File: src/hdl/rsi_pkg.sv
`default_nettype none

package rsi_pkg;

	// coordinate format, fixed by the word layout
	localparam int COORD_WIDTH = 32;

	// multiplier digit handled by one cell of a multiply chain
	localparam int MUL_DIG = 16;

	typedef logic signed [COORD_WIDTH-1:0] coord_t;

	localparam coord_t COORD_MAX = coord_t'({1'b0, {(COORD_WIDTH-1){1'b1}}});
	localparam coord_t COORD_MIN = coord_t'({1'b1, {(COORD_WIDTH-1){1'b0}}});

	typedef enum logic [1:0] {
		CFG_CENTRE_X,
		CFG_CENTRE_Y,
		CFG_CENTRE_Z,
		CFG_RADIUS
	} cfg_idx_t;

	typedef struct packed {
		coord_t origin_x;
		coord_t origin_y;
		coord_t origin_z;
		coord_t dir_x;
		coord_t dir_y;
		coord_t dir_z;
	} ray_t;

	typedef struct packed {
		logic   hit;
		coord_t distance;
	} result_t;

endpackage

`default_nettype wire

File: src/hdl/rsi_mul.sv
`default_nettype none

// unsigned multiplier as a chain of cells, one MUL_DIG-bit multiplier digit per cell
module rsi_mul #(
	parameter int AW  = 33,
	parameter int BW  = 33,
	parameter int SBW = 1
) (
	input  logic           clk,
	input  logic           arst_n,
	input  logic           en,
	input  logic           in_v,
	input  logic [AW-1:0]  mcand,
	input  logic [BW-1:0]  mplier,
	input  logic [SBW-1:0] sb_in,
	output logic           out_v,
	output logic [AW+BW-1:0] prod,
	output logic [SBW-1:0] sb_out
);
	import rsi_pkg::*;

	localparam int NST  = (BW + MUL_DIG - 1) / MUL_DIG;
	localparam int BPAD = NST * MUL_DIG;
	localparam int PW   = AW + BPAD;

	logic [PW-1:0]   acc_q [NST];
	logic [AW-1:0]   mc_q  [NST];
	logic [BPAD-1:0] mp_q  [NST];
	logic [SBW-1:0]  sb_q  [NST];
	logic            v_q   [NST];

	for (genvar k = 0; k < NST; k++) begin : g_cell
		logic [PW-1:0]          acc_i;
		logic [AW-1:0]          mc_i;
		logic [BPAD-1:0]        mp_i;
		logic [SBW-1:0]         sb_i;
		logic                   v_i;
		logic [AW+MUL_DIG-1:0]  pp;

		if (k == 0) begin : g_head
			assign acc_i = '0;
			assign mc_i  = mcand;
			assign mp_i  = BPAD'(mplier);
			assign sb_i  = sb_in;
			assign v_i   = in_v;
		end else begin : g_link
			assign acc_i = acc_q[k-1];
			assign mc_i  = mc_q[k-1];
			assign mp_i  = mp_q[k-1];
			assign sb_i  = sb_q[k-1];
			assign v_i   = v_q[k-1];
		end

		assign pp = mc_i * mp_i[k*MUL_DIG +: MUL_DIG];

		always_ff @(posedge clk or negedge arst_n) begin
			if (!arst_n) begin
				v_q[k] <= 1'b0;
			end else if (en) begin
				v_q[k] <= v_i;
			end
		end

		always_ff @(posedge clk) begin
			if (en) begin
				acc_q[k] <= acc_i + (PW'(pp) << (k * MUL_DIG));
				mc_q[k]  <= mc_i;
				mp_q[k]  <= mp_i;
				sb_q[k]  <= sb_i;
			end
		end
	end

	assign out_v  = v_q[NST-1];
	assign prod   = acc_q[NST-1][AW+BW-1:0];
	assign sb_out = sb_q[NST-1];

endmodule

`default_nettype wire

File: config.mk
export PLATFORM = sky130hd
export DESIGN_NAME = rsi_mul
export DESIGN_NICKNAME = d
export VERILOG_FILES = /design/src/hdl/rsi_pkg.sv /design/src/hdl/rsi_mul.sv
export SDC_FILE = /design/constraint.sdc
export NUM_CORES = 2
export LEC_CHECK = 0
export BUFFER_PORTS_ARGS = -buffer_cell sky130_fd_sc_hd__buf_4
export CORE_ASPECT_RATIO = 0.8
export CORE_MARGIN = 2
export CORE_UTILIZATION = 50
export CTS_CLUSTER_DIAMETER = 150
export DETAILED_ROUTE_END_ITERATION = 6
export HOLD_SLACK_MARGIN = 0.05
export PLACE_DENSITY_LB_ADDON = 0.15
export SLEW_MARGIN = 20
export SYNTH_ARGS = -nofsm -noshare
export SYNTH_HDL_FRONTEND = slang
export SYNTH_SLANG_ARGS = --single-unit
export TNS_END_PERCENT = 100
File: constraint.sdc
create_clock -name clk -period 8.1 [get_ports clk]
set_clock_uncertainty 0.05 [all_clocks]
set_input_delay 1.62 -clock clk [delete_from_list [all_inputs] [get_ports clk]]
set_output_delay 1.62 -clock clk [all_outputs]
set_load 0.02 [all_outputs]
# After elaboration in Yosys (flattened, before gate mapping)
# Memory sizes are Yosys's and may differ from the RTL's.
# Cells that the tools add are included.
classes:
  n_addsub: 2
  n_mux: 2
  multipliers: 3
ops:
  columns: ["cell", "n"]
  rows:
  - ["$mul 33x16->49", 3]
  - ["$add 81x65->81", 1]
  - ["$add 81x81->81", 1]
  - ["$mux 1", 2]
totals:
  memories: 4
  ram_bits: 489
  ff_bits: 3
  input_bits: 71
  out_inout_bits: 68
  wordCells: 14
mem_list:
  columns: ["memory", "words", "width", "read_ports", "rd_ports_with_merged_regs", "wr", "line_no", "rtl"]
  rows:
  - ["acc_q", 3, 81, 3, 0, 3, "rsi_mul.sv:26", "logic [PW-1:0] acc_q [NST];"]
  - ["mp_q", 3, 48, 2, 0, 3, "rsi_mul.sv:28", "logic [BPAD-1:0] mp_q [NST];"]
  - ["mc_q", 3, 33, 2, 0, 3, "rsi_mul.sv:27", "logic [AW-1:0] mc_q [NST];"]
  - ["sb_q", 3, 1, 3, 0, 3, "rsi_mul.sv:29", "logic [SBW-1:0] sb_q [NST];"]

# Logic depth before layout (Yosys ltp)
# An unclocked memory read counts as a cell.
depth:
  ltp_word: 3
  mapped_depth: 35
  mapped_depth_nobuf: 33

# Worst setup path after synthesis
# OpenSTA, ideal clock, no wires.
synth_timing:
  path_type: "register to register"
  start: "memory mc_q[0][7]"
  end: "memory acc_q[0][139] (netlist bit), data pin"
  required_time_ps: 7779
  t_arrival_ps: 7708
  path_stages_with_launch: 35
  setup_ps: 271
  setup_slack_ps: 71
  synth_period_minus_slack_ps: 8029
  path_cell_list: "edfxtp_1 -> clkbuf_1 -> nand2_1 -> fa_1 -> inv_1 -> fa_1 -> inv_1 -> fa_1 -> inv_1 -> fa_1 -> fa_1 -> inv_1 -> fa_1 -> inv_1 -> ha_1 -> a21oi_1 -> nand3_1 -> a21oi_1 -> a21o_1 -> a21oi_1 -> or2_2 -> xor2_1 -> ha_1 -> clkbuf_1 -> a21o_1 -> a21o_1 -> a21oi_1 -> o21ai_0 -> a211oi_1 -> o21ai_0 -> a31o_2 -> a21oi_1 -> and2b_1 -> nor2b_1 -> xnor2_1"
synth_rtl:
  columns: ["element", "line_no"]
  rows:
  - ["start: declaration", "rsi_mul.sv:27"]
  - ["end: declaration", "rsi_mul.sv:26"]

==> flow_summary.yaml <==
cells_and_area:
  drive_gt1_frac: 0.132
  final_core_util: 0.569
  regArea_mm2: 0.00812
  multi_input_area_mm2: 0.0326
  fillers: 7998
  area_delta_synth_final_pct: 13.0
  num-nets-final: 6152
setup_path:
  critPathLaunchType: "flop"
  arrival_ns: 8.31
  cp_common_cell: "fa_1"
  path_class: "flop to flop"
  end_kind: "flop"
  worst-path-max-fanout: 5
  worstPathRequired_ns: 8.36
  timing.critical_path.slowest_stage_cell: "fa_1"
  cpPeakStageDelay_ns: 0.63
logic_synthesis:
  yosys_warnings: 0
  synth_cell_types: 76
  ys_seq_area_frac: 0.181
  avgSynthCellArea_um2: 9.71
  synth_nets: 5879
  synth_area_mm2: 0.0450
  yosysMostFrequentCell: "inv_1"
  synth_area_leader_cell: "fa_1"
  synthTopCellsByArea: "fa_1, edfxtp_1, ha_1"
  ys_async_sr_fraction: 0.0111
  synth_edf_count: 268
  synth_top_area_frac: 0.385
  synth_commonest_cells: "inv_1, fa_1, nand2_1, and2_1, ha_1"
  synthFlopType: "edfxtp_1"
  synth-seq-cells: 271
  synthCells: 4630
timing:
  fmax_mhz: 124
  setup_viol: 0
  tightest_slew_ns: 0.908
  finalWorstSetupSlack_ns: 0.0487
  hold_violations: 0
  relSlewSlack: 0.388
  min_period_ns: 8.05
  rsz0062_at_grt: "yes"
  final-max-slew-violation-count: 0
  finalCritPeriodShare: 0.994
  timing.hold.ws_ns: 0.365
global_routing:
  grt_use_met1: 0.404
  grt_pass1_wl_mm: 195
  grt_busiest_layer: "met1"
  grt_max_degree: 124
  grt_pass1_vias: 34100
  grt.met2_usage: 0.395
  grt_use_total: 0.272
  grt_use_met3: 0.0796
  grt_overflow: 0
  grt_antenna_before_repair: 3
floorplanning:
  core-area_mm2: 0.0893
  die_h_um: 272
  fp.dieW_um: 339
  initial_utilization: 0.504
  io_pins: 139
  die-area_mm2: 0.0924
  num_rows: 98
worst_hold_path:
  hp-class: "flop to flop"
placement:
  globalplace.congestion: 0.936
  hpwl_mm: 99.6
  dp_slack_ns: -0.349
  portBuffers: 138
job:
  max_cap_viol_count: 0
cts:
  cts_buffers: 35
  cts_tree: "done"
  clock_latency_ns: 0.57
  cts_root_buffer: "clkbuf_16"
  cts_sinks: 271
  clk_path_buf_depth: 3
  cts.clk_slew.worst_paths_ns: 0.07
  h-tree-depth: 2
drt:
  drcViolationCount: 0
  antenna_left: 0
  wl_per_cell_um: 19.8
  routed_via_density: 5.27
  drt_iter0_markers: 2319
  num_vias: 32300
  routed_wl_mm: 121
  dr.pass1.iters: 5
status:
  outcome: "completed"
==> final timing paths <==
path                         startpoint            end  slack (ns)  cells past startpoint
setup / recovery             mc_q[0][5]  acc_q[0][142]        0.05                     33
hold / removal             acc_q[0][97]  acc_q[0][178]        0.37                      0
setup reg to reg             mc_q[0][5]  acc_q[0][142]        0.05                     33
hold reg to reg            acc_q[0][97]  acc_q[0][178]        0.37                      0
max in group asynchronous        arst_n  g_cell[2].v_i        7.13                      1
min in group asynchronous        arst_n  g_cell[1].v_i        0.78                      1
==> cell type report <==
type                            count  share of cell area
Antenna cell                        1           0.0000492
Clock inverter                     23             0.00517
Multi-Input combinational cell   3186               0.642
Sequential cell                   271               0.160
Timing Repair Buffer              490              0.0774
Inverter                          919              0.0679
Tap cell                         1200              0.0295
Clock buffer                       41              0.0177
==> logic make-up after synthesis <==
| logic type | share of synthesized area |
|---|---|
| AND/OR/NAND/NOR | 0.145 |
| adder cells (fa/ha/maj) | 0.472 |
| buffers and inverters | 0.104 |
| AO/OA/AOI/OAI | 0.0658 |
| flip-flops | 0.181 |
| XOR/XNOR | 0.0319 |
| multiplexers | 0.000974 |
==> worst max-delay path: cells and delay by family, from the launching register on <==
family | cells | cell delay [ns]
AND/OR/NAND/NOR | 7 | 0.95
XOR/XNOR | 2 | 0.30
buffers and inverters | 6 | 0.47
flip-flops | 1 | 0.42
adder cells (fa/ha/maj) | 8 | 3.74
AO/OA/AOI/OAI | 10 | 1.89
==> through the flow <==
| stage | instances | instance area [um2] | setup TNS, ns |
|---|---|---|---|
| finish | 6131 | 50800 | 0 |
| global route | 6130 | 50800 | -2.88 |
| CTS | 6119 | 50300 | -0.157 |
| detailed placement | 6047 | 49000 | -5.05 |
| global placement | 6047 | 49000 | -3.50 |
| floorplan | 4630 | 45000 | 0 |
==> registers in the layout (all words and copies together) (netlist names) <==
name	count
out_v	1
g_cell.v_i	2
mp_q	18
mc_q	66
sb_q	3
acc_q	181
==> per-layer routing <==
layer | wire length, um | vias up | share of wire
li1 | - | 14700 | -
met1 | 55700 | 16300 | 0.46
met2 | 50500 | 1171 | 0.42
met3 | 12300 | 164 | 0.10
met4 | 2790 | 2 | 0.023
met5 | 20 | - | 0.00016
==> what timing repair did <==
item / 4_1_cts / 5_1_grt
resized for setup: 25 / 92
hold buffers: 0 / 0
cloned: 0 / 0
pin swaps: 26 / 77
endpoints found under the setup margin: 23 / 27
buffers inserted: 8 / 14
==> cells in the final DEF, fill, tap and decap left out, types with 11 or more instances in the layout <==
cell type / instances
xnor2_1: 113
nor3_1: 18
o21bai_1: 17
a21o_1: 90
nand2_1: 804
buf_6: 11
fa_1: 859
a31oi_1: 13
and3_1: 14
clkbuf_16: 35
nor2_1: 59
xor2_1: 45
and2_1: 357
nand2b_1: 25
inv_1: 913
o21a_1: 17
buf_4: 461
a211oi_1: 14
nand3_1: 29
o21ai_0: 56
ha_1: 304
buf_12: 16
a21oi_2: 23
edfxtp_1: 268
nand4_1: 25
a21oi_1: 126
Power is left out: the tool's default activity adds up to more than one toggle a clock period on the data nets, which glitch-free logic cannot reach.
